### src/kdsa_pkg.sv
`default_nettype none
package kdsa_pkg;

    // key and field sizes
    localparam int NUM_KEYS    = 4;
    localparam int HIST_LEN    = 8;
    localparam int SP_W        = 11;
    localparam int HOLD_W      = 13;
    localparam int DELAY_W     = 12;
    localparam int PERIOD_W    = 4;
    localparam int TIER_W      = 12;
    localparam int CFG_DATA_W  = 12;
    localparam int CFG_IDX_W   = 3;
    localparam int LED_W       = 4;

    // operation codes
    localparam logic OP_SCAN = 1'b0;
    localparam logic OP_LOAD = 1'b1;

    // register map
    typedef enum logic [CFG_IDX_W-1:0] {
        REG_MAX_SETPOINT  = 3'd0,
        REG_HOLD_DELAY    = 3'd1,
        REG_REPEAT_PERIOD = 3'd2,
        REG_TIER_ONE      = 3'd3,
        REG_TIER_TWO      = 3'd4,
        REG_STEP_SMALL    = 3'd5,
        REG_STEP_MEDIUM   = 3'd6,
        REG_STEP_LARGE    = 3'd7
    } cfg_index_t;

    // register file contents
    typedef struct packed {
        logic [SP_W-1:0]     max_setpoint;
        logic [DELAY_W-1:0]  hold_delay;
        logic [PERIOD_W-1:0] repeat_period;
        logic [TIER_W-1:0]   tier_one_limit;
        logic [TIER_W-1:0]   tier_two_limit;
        logic [SP_W-1:0]     step_small;
        logic [SP_W-1:0]     step_medium;
        logic [SP_W-1:0]     step_large;
    } cfg_t;

    // auto-repeat request from one hold slot
    typedef struct packed {
        logic            fire;
        logic [SP_W-1:0] step;
    } hold_out_t;

    // step the setpoint and saturate at zero and at the limit
    function automatic logic [SP_W-1:0] sat_step(
        input logic [SP_W-1:0] sp,
        input logic [SP_W-1:0] step,
        input logic            up,
        input logic [SP_W-1:0] lim
    );
        logic [SP_W:0]   sum;
        logic [SP_W-1:0] res;
        if (up) begin
            sum = {1'b0, sp} + {1'b0, step};
        end else if (step > sp) begin
            sum = '0;
        end else begin
            sum = {1'b0, sp - step};
        end
        if (sum > {1'b0, lim}) begin
            res = lim;
        end else begin
            res = sum[SP_W-1:0];
        end
        return res;
    endfunction

endpackage
`default_nettype wire

### src/kdsa_debounce.sv
`default_nettype none
module kdsa_debounce (
    input  wire logic                          aclk,
    input  wire logic                          aresetn,
    input  wire logic                          tick,
    input  wire logic [3:0]                    raw_keys,
    output logic      [kdsa_pkg::NUM_KEYS-1:0] level_cur,
    output logic      [kdsa_pkg::NUM_KEYS-1:0] level_next
);

    logic [kdsa_pkg::HIST_LEN-1:0] hist_reg  [kdsa_pkg::NUM_KEYS];
    logic [kdsa_pkg::HIST_LEN-1:0] hist_next [kdsa_pkg::NUM_KEYS];
    logic [kdsa_pkg::NUM_KEYS-1:0] level_reg;

    assign level_cur = level_reg;

    // shift in one sample per key, level moves only on a full run
    always_comb begin
        for (int k = 0; k < kdsa_pkg::NUM_KEYS; k++) begin
            if (k < 4) begin
                hist_next[k] = {hist_reg[k][kdsa_pkg::HIST_LEN-2:0], raw_keys[k]};
            end else begin
                hist_next[k] = {hist_reg[k][kdsa_pkg::HIST_LEN-2:0], 1'b1};
            end
            level_next[k] = level_reg[k];
            if (tick) begin
                if (hist_next[k] == '0) begin
                    level_next[k] = 1'b0;
                end else if (hist_next[k] == '1) begin
                    level_next[k] = 1'b1;
                end
            end
        end
    end

    // history and level registers
    always_ff @(posedge aclk) begin
        if (!aresetn) begin
            for (int k = 0; k < kdsa_pkg::NUM_KEYS; k++) begin
                hist_reg[k] <= '1;
            end
            level_reg <= '1;
        end else if (tick) begin
            for (int k = 0; k < kdsa_pkg::NUM_KEYS; k++) begin
                hist_reg[k] <= hist_next[k];
            end
            level_reg <= level_next;
        end
    end

endmodule
`default_nettype wire

### src/kdsa_hold.sv
`default_nettype none
module kdsa_hold (
    input  wire logic               aclk,
    input  wire logic               aresetn,
    input  wire logic               tick,
    input  wire logic               pressed,
    input  wire kdsa_pkg::cfg_t     cfg,
    output kdsa_pkg::hold_out_t     hold_out
);

    logic [kdsa_pkg::HOLD_W-1:0]   count_reg, count_next, count_inc, held_ticks;
    logic [kdsa_pkg::PERIOD_W-1:0] phase_reg, phase_next, per, ph, ph_inc;
    logic                          fire;
    logic [kdsa_pkg::SP_W-1:0]     step;

    // hold counter, tier select and repeat phase
    always_comb begin
        count_inc  = (count_reg != '1) ? count_reg + 1'b1 : count_reg;
        held_ticks = count_inc - {1'b0, cfg.hold_delay};
        per        = (cfg.repeat_period == '0) ? kdsa_pkg::PERIOD_W'(1) : cfg.repeat_period;
        ph         = (phase_reg >= per) ? '0 : phase_reg;
        ph_inc     = ph + 1'b1;
        if (held_ticks < {1'b0, cfg.tier_one_limit}) begin
            step = cfg.step_small;
        end else if (held_ticks < {1'b0, cfg.tier_two_limit}) begin
            step = cfg.step_medium;
        end else begin
            step = cfg.step_large;
        end
        fire       = 1'b0;
        count_next = '0;
        phase_next = '0;
        if (pressed) begin
            count_next = count_inc;
            if (count_inc >= {1'b0, cfg.hold_delay}) begin
                fire       = (ph == '0);
                phase_next = (ph_inc >= per) ? '0 : ph_inc;
            end
        end
    end

    assign hold_out.fire = tick & fire;
    assign hold_out.step = step;

    // slot state
    always_ff @(posedge aclk) begin
        if (!aresetn) begin
            count_reg <= '0;
            phase_reg <= '0;
        end else if (tick) begin
            count_reg <= count_next;
            phase_reg <= phase_next;
        end
    end

endmodule
`default_nettype wire

### src/key_debounce_setpoint_adjuster.sv
// Key debounce and setpoint adjuster. Each s_ item is either a scan tick carrying four
// active-low key samples or a setpoint load; each produces exactly one m_ item with the
// setpoint, the change flag, the adjust enable, the LED pin levels and the debounced keys.
// One item is taken per clock cycle while m_ready does not stall the output: an input
// register feeds the debounce, hold-counter and setpoint logic that loads the result
// register, and the item then appears on m_. Registers are written through cfg_
// (cfg_ready is always high); the user must write them only while no item is in flight,
// which the block itself does not enforce.
`default_nettype none
module key_debounce_setpoint_adjuster (
    input  wire logic                              aclk,
    input  wire logic                              aresetn,
    input  wire logic                              s_valid,
    output logic                                   s_ready,
    input  wire logic                              s_operation,
    input  wire logic [3:0]                        s_raw_keys,
    input  wire logic [kdsa_pkg::SP_W-1:0]         s_load_value,
    output logic                                   m_valid,
    input  wire logic                              m_ready,
    output logic      [kdsa_pkg::SP_W-1:0]         m_setpoint,
    output logic                                   m_setpoint_changed,
    output logic                                   m_adjust_enabled,
    output logic      [kdsa_pkg::LED_W-1:0]        m_led_levels,
    output logic      [3:0]                        m_debounced_keys,
    input  wire logic                              cfg_valid,
    output logic                                   cfg_ready,
    input  wire logic [kdsa_pkg::CFG_IDX_W-1:0]    cfg_index,
    input  wire logic [kdsa_pkg::CFG_DATA_W-1:0]   cfg_data
);

    kdsa_pkg::cfg_t            cfg_reg;
    logic                      in_valid_reg, op_reg;
    logic [3:0]                raw_reg;
    logic [kdsa_pkg::SP_W-1:0] load_reg;
    logic                      out_valid_reg;
    logic                      advance, tick;

    logic [kdsa_pkg::NUM_KEYS-1:0] level_cur, level_next;
    logic [3:0]                    new_press;
    kdsa_pkg::hold_out_t           hold_dn, hold_up;

    logic [kdsa_pkg::SP_W-1:0] sp_reg, sp_next, sp_a, sp_b, sp_c, sp_d, load_sat;
    logic                      en_reg, en_next;
    logic [1:0]                tog_reg, tog_next;
    logic                      changed;
    logic [kdsa_pkg::LED_W-1:0] leds;

    // handshakes
    assign advance   = in_valid_reg & (~out_valid_reg | m_ready);
    assign s_ready   = ~in_valid_reg | advance;
    assign cfg_ready = 1'b1;
    assign tick      = advance & (op_reg == kdsa_pkg::OP_SCAN);

    // register writes
    always_ff @(posedge aclk) begin
        if (!aresetn) begin
            cfg_reg.max_setpoint   <= kdsa_pkg::SP_W'(2047);
            cfg_reg.hold_delay     <= kdsa_pkg::DELAY_W'(300);
            cfg_reg.repeat_period  <= kdsa_pkg::PERIOD_W'(3);
            cfg_reg.tier_one_limit <= kdsa_pkg::TIER_W'(45);
            cfg_reg.tier_two_limit <= kdsa_pkg::TIER_W'(150);
            cfg_reg.step_small     <= kdsa_pkg::SP_W'(10);
            cfg_reg.step_medium    <= kdsa_pkg::SP_W'(50);
            cfg_reg.step_large     <= kdsa_pkg::SP_W'(100);
        end else if (cfg_valid) begin
            unique case (kdsa_pkg::cfg_index_t'(cfg_index))
                kdsa_pkg::REG_MAX_SETPOINT:  cfg_reg.max_setpoint   <= cfg_data[kdsa_pkg::SP_W-1:0];
                kdsa_pkg::REG_HOLD_DELAY:    cfg_reg.hold_delay     <= cfg_data[kdsa_pkg::DELAY_W-1:0];
                kdsa_pkg::REG_REPEAT_PERIOD: cfg_reg.repeat_period  <= cfg_data[kdsa_pkg::PERIOD_W-1:0];
                kdsa_pkg::REG_TIER_ONE:      cfg_reg.tier_one_limit <= cfg_data[kdsa_pkg::TIER_W-1:0];
                kdsa_pkg::REG_TIER_TWO:      cfg_reg.tier_two_limit <= cfg_data[kdsa_pkg::TIER_W-1:0];
                kdsa_pkg::REG_STEP_SMALL:    cfg_reg.step_small     <= cfg_data[kdsa_pkg::SP_W-1:0];
                kdsa_pkg::REG_STEP_MEDIUM:   cfg_reg.step_medium    <= cfg_data[kdsa_pkg::SP_W-1:0];
                kdsa_pkg::REG_STEP_LARGE:    cfg_reg.step_large     <= cfg_data[kdsa_pkg::SP_W-1:0];
                default: ;
            endcase
        end
    end

    // input register
    always_ff @(posedge aclk) begin
        if (!aresetn) begin
            in_valid_reg <= 1'b0;
        end else if (s_ready) begin
            in_valid_reg <= s_valid;
        end
    end

    always_ff @(posedge aclk) begin
        if (s_valid && s_ready) begin
            op_reg   <= s_operation;
            raw_reg  <= s_raw_keys;
            load_reg <= s_load_value;
        end
    end

    // debounce and hold slots
    kdsa_debounce u_debounce (
        .aclk       (aclk),
        .aresetn    (aresetn),
        .tick       (tick),
        .raw_keys   (raw_reg),
        .level_cur  (level_cur),
        .level_next (level_next)
    );

    kdsa_hold u_hold_dn (
        .aclk     (aclk),
        .aresetn  (aresetn),
        .tick     (tick),
        .pressed  (~level_next[1]),
        .cfg      (cfg_reg),
        .hold_out (hold_dn)
    );

    kdsa_hold u_hold_up (
        .aclk     (aclk),
        .aresetn  (aresetn),
        .tick     (tick),
        .pressed  (~level_next[3]),
        .cfg      (cfg_reg),
        .hold_out (hold_up)
    );

    // a new press is a falling edge of the debounced level
    assign new_press = level_cur[3:0] & ~level_next[3:0];

    // key actions in key order: down press, down repeat, enable toggle, up press, up repeat
    always_comb begin
        load_sat = (load_reg > cfg_reg.max_setpoint) ? cfg_reg.max_setpoint : load_reg;
        en_next  = en_reg ^ new_press[2];
        tog_next = tog_reg ^ {new_press[2], new_press[0]};
        sp_a = (new_press[1] && en_reg)
             ? kdsa_pkg::sat_step(sp_reg, kdsa_pkg::SP_W'(1), 1'b0, cfg_reg.max_setpoint)
             : sp_reg;
        sp_b = (hold_dn.fire && en_reg)
             ? kdsa_pkg::sat_step(sp_a, hold_dn.step, 1'b0, cfg_reg.max_setpoint)
             : sp_a;
        sp_c = (new_press[3] && en_next)
             ? kdsa_pkg::sat_step(sp_b, kdsa_pkg::SP_W'(1), 1'b1, cfg_reg.max_setpoint)
             : sp_b;
        sp_d = (hold_up.fire && en_next)
             ? kdsa_pkg::sat_step(sp_c, hold_up.step, 1'b1, cfg_reg.max_setpoint)
             : sp_c;
        if (op_reg == kdsa_pkg::OP_LOAD) begin
            sp_next = load_sat;
            changed = 1'b0;
        end else begin
            sp_next = sp_d;
            changed = (en_reg & (new_press[1] | hold_dn.fire))
                    | (en_next & (new_press[3] | hold_up.fire));
        end
        leds = {level_next[3], tog_next[1], level_next[1], tog_next[0]};
    end

    // adjuster state
    always_ff @(posedge aclk) begin
        if (!aresetn) begin
            sp_reg  <= '0;
            en_reg  <= 1'b0;
            tog_reg <= 2'b10;
        end else if (advance) begin
            sp_reg  <= sp_next;
            en_reg  <= en_next;
            tog_reg <= tog_next;
        end
    end

    // result register
    always_ff @(posedge aclk) begin
        if (!aresetn) begin
            out_valid_reg <= 1'b0;
        end else begin
            out_valid_reg <= advance | (out_valid_reg & ~m_ready);
        end
    end

    always_ff @(posedge aclk) begin
        if (advance) begin
            m_setpoint         <= sp_next;
            m_setpoint_changed <= changed;
            m_adjust_enabled   <= en_next;
            m_led_levels       <= leds;
            m_debounced_keys   <= level_next[3:0];
        end
    end

    assign m_valid = out_valid_reg;

endmodule
`default_nettype wire

### config.mk
export PLATFORM = sky130hd
export DESIGN_NAME = key_debounce_setpoint_adjuster
export DESIGN_NICKNAME = d
export VERILOG_FILES = /design/src/kdsa_pkg.sv /design/src/kdsa_debounce.sv /design/src/kdsa_hold.sv /design/src/key_debounce_setpoint_adjuster.sv
export SDC_FILE = /design/constraint.sdc
export NUM_CORES = 1
export LEC_CHECK = 0
export BUFFER_PORTS_ARGS = -buffer_cell sky130_fd_sc_hd__buf_2
export CELL_PAD_IN_SITES_DETAIL_PLACEMENT = 1
export CELL_PAD_IN_SITES_GLOBAL_PLACEMENT = 2
export CORE_MARGIN = 2
export CORE_UTILIZATION = 39
export DETAILED_ROUTE_END_ITERATION = 12
export GPL_TIMING_DRIVEN = 0
export PLACE_DENSITY = 0.88
export SETUP_SLACK_MARGIN = 0.4
export SYNTH_ARGS = -nofsm -noshare
export SYNTH_HDL_FRONTEND = slang
export SYNTH_HIERARCHICAL = 1
export SYNTH_SLANG_ARGS = --single-unit
### constraint.sdc
create_clock -name aclk -period 17.01 [get_ports aclk]
set_input_delay 2.5515 -clock aclk [delete_from_list [all_inputs] [get_ports aclk]]
set_output_delay 2.5515 -clock aclk [all_outputs]
set_load 0.01 [all_outputs]
[Yosys cells after proc, flatten, opt, wreduce, memory -nomap -nowiden]
Memories as Yosys holds them, arrays and structs flattened.
Index checks and enable logic that the tools add are counted.
Word-level totals
  memories: 1
  RAM bits: 32
  output and inout bits: 24
  input bits: 36
  flip-flop bits (word level): 175
  word-level logic and storage cells: 166
Memories
  u_debounce.hist_reg: depth 4, bits a word 8, read ports 4, clocked after Yosys merged registers in 0, wr ports 4, RTL line kdsa_debounce.sv:11  | logic [kdsa_pkg::HIST_LEN-1:0] hist_reg [kdsa_pkg::NUM_KEYS];
Cells by class
  equal/unequal tests: 13
  reductions and logical operators: 21
  bitwise gates (word level): 25
  add/sub/neg operators: 10
  magnitude comparators: 17
  muxes and demuxes: 53
Operators with widths (number)
  11-bit two-way mux: 16
  13-bit by 12-bit less-than comparator with 1-bit output: 4
  13-bit two-way mux: 4
  12-bit by 11-bit > comparator with 1-bit output: 4
  4-bit two-way mux: 9
  8-bit equality test (second input constant): 4
  8-bit zero test: 4
  8-bit two-way mux: 4
  13-bit by 1-bit adder with 13-bit output (second input constant): 2
  13-bit by 12-bit >= comparator with 1-bit output: 2
  13-bit inequality test (second input constant): 2
  13-bit by 12-bit subtractor with 13-bit output: 2
  11-bit > comparator: 2
  1-bit two-way mux: 20
  4-bit >= comparator: 4
  2-bit AND reduction: 8
  11-bit by 1-bit adder with 12-bit output (second input constant): 1
  11-bit by 11-bit adder with 12-bit output: 1
  3-bit equality test (second input constant): 4
  4-bit zero test: 3
  1-bit by 11-bit > comparator with 1-bit output (first input constant): 1
  11-bit by 1-bit subtractor with 11-bit output (second input constant): 1
  11-bit subtractor: 1
  1-bit bitwise OR: 10
  other kinds (11): 26

[Logic depth before layout (Yosys ltp)]
Gate-level depths: netlist (run 1).
  word-level depth: 23
  depth in mapped cells: 76
  mapped depth without buffers: 71

[Hierarchy]
Netlist (run 1), hierarchy kept.
By module, submodules not included
  key_debounce_setpoint_adjuster: instances 1, cells each 1135, area an instance 9190.1 µm², seq. area each 3052.9 µm²
  kdsa_hold at u_hold_up: instances 1, cells each 354, area an instance 2783.9 µm², seq. area each 340.3 µm²
  kdsa_hold at u_hold_dn: instances 1, cells each 355, area an instance 2757.6 µm², seq. area each 340.3 µm²
  kdsa_debounce: instances 1, cells each 97, area an instance 1436.4 µm², seq. area each 920.9 µm²

[Worst setup path after synthesis (run 1)]
Ideal clock, no wire load.
  path type: in2reg
  start: input port m_ready
  end: register m_setpoint[6] (netlist bit), data pin
  path buffers: 7
  arrival time: 14.919 ns
  slack: 1.827 ns
  data required time: 16.745 ns
  library setup time: 0.265 ns
  cell stages on the path: 63
  cells stage by stage: nor2b_1 -> nand2b_1 -> clkbuf_1 -> nor2_1 -> buf_4 -> or3b_2 -> o41ai_4 -> o31ai_1 -> inv_1 -> and3_1 -> clkbuf_1 -> clkbuf_1 -> nand3_1 -> o311ai_0 -> ha_1 -> nor2b_1 -> or4_1 -> a211oi_2 -> [... 27 more ...] -> fa_1 -> nor2b_1 -> o21ai_0 -> a21boi_0 -> o21ai_0 -> a21oi_1 -> xor2_1 -> ha_1 -> a21o_1 -> a2111oi_0 -> o31ai_1 -> a221o_1 -> clkbuf_1 -> clkbuf_1 -> mux2i_1 -> nor2_1 -> a311oi_1 -> nor2_1
On the way
  cells in the longest elaborated chain, start to end: 22
  elaborated cells on any way between the ends: 33
  classes of those cells: add/sub (3); order compare (4); mux (14); bitwise (8); reduce/logical (4)
RTL lines
  start: declaration: RTL line key_debounce_setpoint_adjuster.sv:19  | input wire logic m_ready,
  1-bit bitwise OR (*): RTL line key_debounce_setpoint_adjuster.sv:49  | assign advance = in_valid_reg & (~out_valid_reg | m_ready);
  1-bit AND (*): RTL line key_debounce_setpoint_adjuster.sv:49
  1-bit AND (*): RTL line key_debounce_setpoint_adjuster.sv:52  | assign tick = advance & (op_reg == kdsa_pkg::OP_SCAN);
  net tick: RTL line key_debounce_setpoint_adjuster.sv:36  | logic advance, tick;
  1-bit two-way mux (*): RTL line kdsa_debounce.sv:26  | if (tick) begin
  net level_next (one bit): RTL line key_debounce_setpoint_adjuster.sv:38  | logic [kdsa_pkg::NUM_KEYS-1:0] level_cur, level_next;
  4-bit inverter: RTL line key_debounce_setpoint_adjuster.sv:126  | assign new_press = level_cur[3:0] & ~level_next[3:0];
  4-bit AND: RTL line key_debounce_setpoint_adjuster.sv:126
  [... 9 more ...]
  11-bit two-way mux: RTL line kdsa_pkg.sv:66  | if (sum > {1'b0, lim}) begin
  11-bit two-way mux (*): RTL line key_debounce_setpoint_adjuster.sv:140  | ? kdsa_pkg::sat_step(sp_b, kdsa_pkg::SP_W'(1), 1'b1, cfg_reg.max_setpoint)
  11-bit by 11-bit adder with 12-bit output: RTL line kdsa_pkg.sv:60  | sum = {1'b0, sp} + {1'b0, step};
  12-bit by 11-bit > comparator with 1-bit output: RTL line kdsa_pkg.sv:66
  11-bit two-way mux: RTL line kdsa_pkg.sv:66
  11-bit two-way mux (*): RTL line key_debounce_setpoint_adjuster.sv:143  | ? kdsa_pkg::sat_step(sp_c, hold_up.step, 1'b1, cfg_reg.max_setpoint)
  11-bit two-way mux (*): RTL line key_debounce_setpoint_adjuster.sv:145  | if (op_reg == kdsa_pkg::OP_LOAD) begin
  net sp_next (one bit): RTL line key_debounce_setpoint_adjuster.sv:42  | logic [kdsa_pkg::SP_W-1:0] sp_reg, sp_next, sp_a, sp_b, sp_c, sp_d, load_sat;
  end signal: assignment: RTL line key_debounce_setpoint_adjuster.sv:180  | m_setpoint <= sp_next;
  end: declaration: RTL line key_debounce_setpoint_adjuster.sv:20  | output logic [kdsa_pkg::SP_W-1:0] m_setpoint,
The timed path passes the listed nets; every way through them passes the cells marked *.
A chain may end at the register's enable or synchronous reset.

[Worst setup path in the final report (run 1)]
  start: input port m_ready
  end: register sp_reg[8] (netlist bit)
On the way
  cells in the longest elaborated chain, start to end: 22
  elaborated cells on any way between the ends: 33
  classes of those cells: add/sub (3); order compare (4); mux (14); bitwise (8); reduce/logical (4)
RTL lines
  1-bit bitwise OR (*): RTL line key_debounce_setpoint_adjuster.sv:49
  1-bit AND (*): RTL line key_debounce_setpoint_adjuster.sv:49
  1-bit AND (*): RTL line key_debounce_setpoint_adjuster.sv:52
  net tick: RTL line key_debounce_setpoint_adjuster.sv:36
  1-bit two-way mux (*): RTL line kdsa_debounce.sv:26
  net level_next (one bit): RTL line key_debounce_setpoint_adjuster.sv:38
  4-bit inverter: RTL line key_debounce_setpoint_adjuster.sv:126
  4-bit AND: RTL line key_debounce_setpoint_adjuster.sv:126
  [... 8 more ...]
  12-bit by 11-bit > comparator with 1-bit output: RTL line kdsa_pkg.sv:66
  11-bit two-way mux: RTL line kdsa_pkg.sv:66
  11-bit two-way mux (*): RTL line key_debounce_setpoint_adjuster.sv:140
  11-bit by 11-bit adder with 12-bit output: RTL line kdsa_pkg.sv:60
  12-bit by 11-bit > comparator with 1-bit output: RTL line kdsa_pkg.sv:66
  11-bit two-way mux: RTL line kdsa_pkg.sv:66
  11-bit two-way mux (*): RTL line key_debounce_setpoint_adjuster.sv:143
  11-bit two-way mux (*): RTL line key_debounce_setpoint_adjuster.sv:145
  end signal: assignment: RTL line key_debounce_setpoint_adjuster.sv:163  | sp_reg <= sp_next;
  end: declaration: RTL line key_debounce_setpoint_adjuster.sv:42
Marks and branches as above.

==> out/metrics.yaml, run 1 <==
ant_nets: 0
rows: 74
drive_gt1_frac: 0.1547
tns_ns: 0
min_path_type: "reg2reg"
synth_cell_type_count: 110
pwr-share-seq: 0.417
ys.flop_type: "dfxtp_1"
wl_mm: 56.94
p_clk_frac: 0.418
fp.dieW_um: 207.6
finalWorstSetupSlack_ns: 0.9914
antenna_found_initial: 0
avgSynthCellArea_um2: 8.330
grt_setup_unrepaired: "no"
post-route-period-util: 0.9417
worst-endpoint-required_ns: 17.51
first_iter_violations: 609
fin_crit_ns: 16.02
cts_tree: "yes"
intPower_uw: 882.4
combPwrFrac: 0.165
numClockSinks: 201
slowest_delay_ns: 0.58
path_common_cell: "ha_1"
path_delay_family: "compound AO/OA/AOI/OAI gates"
start_kind: "input port"
synth_area_um2: 16170
syn-num-nets: 2151
fmax_mhz: 62.43
largest_reg_flops: 84
cap_viol_max_count: 0
end_kind: "register"
insertion_delay_ns: 0.56
cts_hold_buf: 0
p_per_area_nw_per_um2: 68.07
setup_viol: 0
total_leakage_power_nw: 7.768
via_per_inst: 5.813
status: "complete, no violations"
ioPinCount: 60
numCtsBuffers: 25
worst-path-max-fanout: 10
nNetsFinal: 2249
portBuffers: 52
place_ws_ns: -2.065
drt-pass1-iter-count: 4
clock_skew_ns: 0.02238
critical_path_buf_inv_count: 9
fill_cells: 4924
synthCells: 1941
cts-root-buf: "clkbuf_16"
core-area_um2: 40830
vias: 15040
grt_usage: 0.2584
grt_overflow: 0
max_slew_margin: 0.4141
area_growth_pct: 13.26
wl_per_cell_um: 22.00
arrival_ns: 16.52
synth_edf_count: 63
startpoint: "m_ready"
clockBufferDepth: 3
grt_max_degree: 29
dp_hpwl_mm: 43.36
grt_pass1_wl_mm: 88.86
slew_violations: 0
cts_max_level: 1
drc: 0
initial_core_util: 0.3960
hp-start: "cfg_reg[29]$_SDFFE_PN0P_"
dieArea_um2: 43100
async_flop_share: 0
final_area_um2: 18310
worstMarginPinSlew_ns: 0.8788
ys_ff_latch: 201
hold_viol: 0
seq_area_frac_synth: 0.2879
p_switching_uw: 364.2
swShare: 0.2922
ys.warnings.count: 6
worstSetupPathType: "in2reg"
ir_drop_v: 0.00006150
r2r_start: "u_hold_dn/count_reg[1]$_SDFFE_PN0P_"
critPathSlowestCell: "or4b_4"
grt_pass1_vias: 15730
dpl_cell_area_um2: 17100
die_h_um: 207.6
clkTransAtPathRegs_ns: 0.06
gp_congestion: 0.9483
[cell usage after synthesis, types with 5 or more instances]
cell type | number | share of area
a21oi_1 | 145 | 0.045
a31oi_1 | 13 | 0.0050
ha_1 | 170 | 0.13
inv_1 | 155 | 0.036
o31a_1 | 6 | 0.0033
xnor2_1 | 50 | 0.027
a21o_1 | 34 | 0.016
nand4_1 | 31 | 0.012
buf_4 | 6 | 0.0028
o22ai_1 | 5 | 0.0019
nor3_1 | 38 | 0.012
o311ai_0 | 5 | 0.0027
o21ai_0 | 63 | 0.020
nor2b_1 | 27 | 0.010
o31ai_1 | 10 | 0.0046
a211oi_1 | 20 | 0.0093
clkbuf_1 | 58 | 0.013
mux2_4 | 31 | 0.029
nand3_1 | 80 | 0.025
nor3b_1 | 5 | 0.0023
nand2_1 | 273 | 0.063
and2_1 | 15 | 0.0058
nor2_1 | 111 | 0.026
a22o_1 | 7 | 0.0038
o211ai_1 | 24 | 0.011
or2_2 | 37 | 0.014
nand2b_1 | 28 | 0.011
nor4_1 | 7 | 0.0027
and3_1 | 13 | 0.0050
a311oi_1 | 5 | 0.0027
mux2i_1 | 21 | 0.013
xor2_1 | 16 | 0.0087
mux2_2 | 23 | 0.016
o21a_1 | 30 | 0.014
dfxtp_1 | 138 | 0.17
a2111oi_0 | 7 | 0.0038
a21boi_0 | 13 | 0.0060
o311ai_1 | 6 | 0.0033
or3_1 | 14 | 0.0054
a31o_2 | 6 | 0.0033
and4_1 | 6 | 0.0033
edfxtp_1 | 63 | 0.12
[cells by family (layout without fill, tap and decap cells)]
logic type | after synthesis | count (layout) | synth area share
buffers and inverters | 234 | 348 | 0.05820
other | 1 | 2 | 0.0002319
multiplexers | 76 | 76 | 0.05851
XOR/XNOR | 66 | 66 | 0.03575
AND/OR/NAND/NOR | 721 | 721 | 0.2213
flip-flops | 201 | 201 | 0.2879
adder cells (fa/ha/maj) | 174 | 174 | 0.1365
AO/OA/AOI/OAI | 468 | 468 | 0.2017
[power groups by stage]
stage,clock network [mW],logic (mW),registers (mW)
6_report,0.521,0.206,0.520
5_1_grt,0.547,0.226,0.521
4_1_cts,0.530,0.199,0.520
3_5_place_dp,0,0.195,0.530
3_3_place_gp,0,0.188,0.529
2_1_floorplan,0,0.131,0.524
[metal layers]
metal  wire, um  global-route usage  up-vias
met5          0                   0        -
li1           -                   -     7156
met3       2476             0.02980      119
met1      23690              0.3126     7443
met2      28790              0.4714      326
met4       1981             0.09146        0
[repair_timing]
item                                    4_1_cts  5_1_grt
gates resized for setup                      26       50
endpoints found under the setup margin       22       22
pin swaps                                     5        5
buffers inserted                              6       13
[worst min-delay path, cell delays in order (launching register included)]
cell     delay [ns]
dfxtp_1        0.32
nand2_1        0.06
a21oi_1        0.05
[cells in the final DEF (no fill, tap or decap), types with 7 or more instances in the layout]
master     synthesis  final
o211ai_1          24     24
nand3_1           80     79
nor3_1            38     36
or2_2             37     37
o31ai_1           10     10
buf_2              4     57
nand2b_1          28     26
dfxtp_1          138    136
xor2_1            16     16
buf_4              6     25
and2_1            15     15
and3_1            13     12
a22o_1             7      7
a21o_1            34     34
edfxtp_1          63     63
clkbuf_16          0     25
a31oi_1           13     11
or3_1             14     14
nor2_1           111    109
nor2b_1           27     27
a211oi_1          20     19
mux2i_1           21     20
ha_1             170    167
o21a_1            30     30
clkbuf_1          58     58
inv_1            155    153
a21boi_0          13     12
o21ai_0           63     59
nand4_1           31     31
mux2_4            31     31
xnor2_1           50     47
a21oi_1          145    142
nand2_1          273    273
mux2_2            23     23
[per-stage QoR]
stage	instances	util	hold WS (ns)	power, mW
after floorplan	1941	-	0.4424	0.6557
after global placement	2525	0.4186	0.4531	0.7171
after detailed placement	2525	0.4187	0.4664	0.7249
after CTS	2574	0.4415	0.4738	1.248
after global routing	2587	0.4484	0.5015	1.293
final	2588	0.4485	0.4770	1.247
[area by class of cell]
cell class | instances | area [um^2] | share of cell area
antenna | 1 | 2.502 | 0.0001366
buffer | 79 | 381.6 | 0.02084
clock buffer | 34 | 689.4 | 0.03765
clock inverter | 9 | 100.1 | 0.005466
inverter | 155 | 581.8 | 0.03177
multi-input combinational | 1506 | 10830 | 0.5915
sequential | 201 | 4657 | 0.2543
tap | 532 | 665.6 | 0.03635
timing repair buffer | 71 | 402.9 | 0.02200
[path summary, 6_finish.rpt]
check | to | slack, ns | depth (start not counted)
worst max register to register | sp_reg[8]$_SDFFE_PN0P_ | 1.09 | 66
worst min register to register | cfg_reg[29]$_SDFFE_PN0P_ | 0.48 | 2
worst max-delay path | sp_reg[8]$_SDFFE_PN0P_ | 0.99 | 61
worst min-delay path | cfg_reg[29]$_SDFFE_PN0P_ | 0.48 | 2
Power figures use the tool's default switching activity.
==> run 2, diff against run 1 <==
--- a/config.mk
+++ b/config.mk
@@ -8,6 +8,7 @@
 export BUFFER_PORTS_ARGS = -buffer_cell sky130_fd_sc_hd__buf_2
 export CELL_PAD_IN_SITES_DETAIL_PLACEMENT = 1
 export CELL_PAD_IN_SITES_GLOBAL_PLACEMENT = 2
+export CORE_ASPECT_RATIO = 0.6
 export CORE_MARGIN = 2
 export CORE_UTILIZATION = 39
 export DETAILED_ROUTE_END_ITERATION = 12
==> run 2 against run 1 <==
  * Clock skew grew 0.0096 ns
  * First-iteration DRC count up 89%
  * Routed wire length grew 9.1%
  * Register-to-register slack worse by 0.10 ns
  * Cell area rose by 0.83%
  * Critical path depth is the same
  * Hold slack about the same
  * Critical endpoint is now m_setpoint[3]$_DFFE_PP_
  * Combinational power increased by 6%
  * Die area increased by 0.12%
  * Clock power rose by 3%
  * Via count increased by 2.3%
==> out/metrics.yaml, run 2 (synthesis gave the netlist of run 1 again) <==
status: "complete, no violations"
via_per_inst: 5.952  # +2.4%
final_common_cell: "nand2_1"
dpl_cell_area_um2: 17090  # about the same
core-area_um2: 40650  # -0.44%
ir_drop_v: 0.00007963  # +29%
end_kind: "register"
holdPathStages: 2  # unchanged
cap_viol_max_count: 0  # unchanged
numClockSinks: 201  # unchanged
final_area_um2: 18460  # +0.83%
p_switching_uw: 378.8  # +4.0%
combPwrFrac: 0.171  # +0.006
cts-root-buf: "clkbuf_16"
dieArea_um2: 43150  # +0.12%
total_leakage_power_nw: 7.810  # +0.54%
drive_gt1_frac: 0.1646  # +0.009812
finalWorstSetupSlack_ns: 0.9429  # -0.04846 ns
ant_nets: 0  # unchanged
wl_mm: 62.13  # +9.1%
drc: 0  # unchanged
grt_pass1_wl_mm: 93.38  # +5.1%
grt_overflow: 0  # unchanged
p_per_area_nw_per_um2: 68.99  # +1.4%
grt_pass1_vias: 15550  # -1.1%
insertion_delay_ns: 0.55  # about the same
vias: 15400  # +2.3%
nNetsFinal: 2249  # unchanged
post-route-period-util: 0.9446  # +0.002849
worstSetupPathType: "in2reg"
worstHoldEndpoint: "cfg_reg[13]$_SDFFE_PN0P_"
r2r-end: "m_setpoint[3]$_DFFE_PP_"
fmax_mhz: 62.24  # -0.30%
critPathSlowestCell: "or4b_4"
grt_max_degree: 29  # unchanged
slew_violations: 0  # unchanged
min_path_type: "reg2reg"
numCtsBuffers: 24  # -4.0%
clkTransAtPathRegs_ns: 0.06  # about the same
arrival_ns: 16.36  # -0.16 ns
initial_core_util: 0.3977  # +0.001755
slowest_delay_ns: 0.58  # about the same
largest_reg_flops: 84  # unchanged
setup_viol: 0  # unchanged
path_common_cell: "ha_1"
swShare: 0.2974  # +0.005210
r2r_start: "u_hold_dn/count_reg[0]$_SDFFE_PN0P_"
cts_hold_buf: 0  # unchanged
grt_setup_unrepaired: "no"
dp_hpwl_mm: 48.47  # +12%
hold_viol: 0  # unchanged
final_cell_mix: "272 x nand2_1, 168 x ha_1, 153 x inv_1"
grt_usage: 0.2839  # +0.02543
fin_crit_ns: 16.07  # +0.04846 ns
worstMarginPinSlew_ns: 1.240  # +0.3616 ns
antenna_found_initial: 3  # +3
cts_max_level: 1  # unchanged
rrSetupSlack_ns: 0.99  # -0.10 ns
start_kind: "input port"
gp_congestion: 0.9390  # -0.98%
rr_worst_depth: 65  # -1.5%
p_clk_frac: 0.421  # +0.003
worst-endpoint-required_ns: 17.30  # -0.21 ns
max_slew_margin: 0.1731  # -0.2411
drt-pass1-iter-count: 5  # +1
rows: 57  # -23%
die_h_um: 161.7  # -22%
clock_skew_ns: 0.03194  # +0.009556 ns
portBuffers: 52  # unchanged
wl_per_cell_um: 24.02  # +9.2%
ioPinCount: 60  # unchanged
hp-start: "cfg_reg[13]$_SDFFE_PN0P_"
pwr-share-seq: 0.408  # -0.009
clockBufferDepth: 3  # unchanged
area_growth_pct: 14.20
intPower_uw: 895.0  # +1.4%
worst-path-max-fanout: 10  # unchanged
first_iter_violations: 1148  # +89%
cts_tree: "yes"
place_ws_ns: -2.775  # -0.7100 ns
fp.dieW_um: 266.9  # +29%
[run 2: changes by cell type in the layout (fill, tap and decap cells not counted), sizes merged]
cell / previous run / this run
inv: 157 / 156
clkinvlp: 2 / 1
buf: 89 / 90
bufinv: 1 / 3
diode: 1 / 2
clkbuf: 95 / 92
clkinv: 4 / 5
[run 2: worst max-delay path by stage]
stage	depth (start not counted)	endpoint	start
after floorplan	63	m_setpoint[6]$_DFFE_PP_	m_ready
after global placement	66	sp_reg[9]$_SDFFE_PN0P_	m_ready
after detailed placement	65	sp_reg[9]$_SDFFE_PN0P_	m_ready
after CTS	66	sp_reg[8]$_SDFFE_PN0P_	m_ready
after global routing	70	sp_reg[9]$_SDFFE_PN0P_	u_hold_dn/count_reg[0]$_SDFFE_PN0P_
final	61	m_setpoint[3]$_DFFE_PP_	m_ready
[run 2: power groups by stage]
| stage | sequential [mW] | combinational (mW) | clock (mW) |
|---|---|---|---|
| after CTS | 0.519 | 0.206 | 0.545 |
| after global placement | 0.529 | 0.192 | 0 |
| after global routing | 0.520 | 0.236 | 0.564 |
| after floorplan | 0.524 | 0.131 | 0 |
| final | 0.520 | 0.218 | 0.536 |
| after detailed placement | 0.530 | 0.201 | 0 |
[run 2: what timing repair did]
action                                 4_1_cts  5_1_grt
endpoints found under the hold margin        0        0
setup endpoints to repair                   22       22
gates resized for setup                     48       66
pin swaps                                    4       15
buffers inserted                             5       15
[run 2: layout make-up]
type	count	area [um^2]
inverters	155	581.8
fillers	4820	22190
well taps	531	664.4
multi-input cells	1506	10950
repair buffers	72	410.4
clock inverters	10	156.4
plain buffers	79	391.6
flip-flops and latches	201	4664
clock buffers	31	636.9
diodes	2	5.005
[run 2: worst max-delay path, delay by kind of cell]
kind,cells,cell delay (ns)
and+or+nand+nor,18,3.91
AOI/OAI and AO/OA,22,5.39
xor gates and xnor gates,2,0.42
adders and majority gates,6,1.79
buffers and inverters,10,1.46
muxes,3,0.80
[run 2: metrics by stage]
stage | power [mW] | hold slack [ns] | utilization | std cells | TNS, ns
6_report | 1.274 | 0.4769 | 0.4542 | 2587 | 0
5_1_grt | 1.321 | 0.4917 | 0.4542 | 2587 | 0
4_1_cts | 1.270 | 0.4793 | 0.4454 | 2570 | 0
3_5_place_dp | 0.7303 | 0.4693 | 0.4205 | 2524 | -56.16
3_3_place_gp | 0.7212 | 0.4546 | 0.4205 | 2524 | -49.03
2_1_floorplan | 0.6557 | 0.4424 | - | 1941 | 0
[run 2: per-layer routing]
metal	GRT usage	part of all wire
met1	0.4319	0.50
met2	0.3995	0.39
met3	0.07353	0.085
met4	0.05363	0.017
met5	0	0
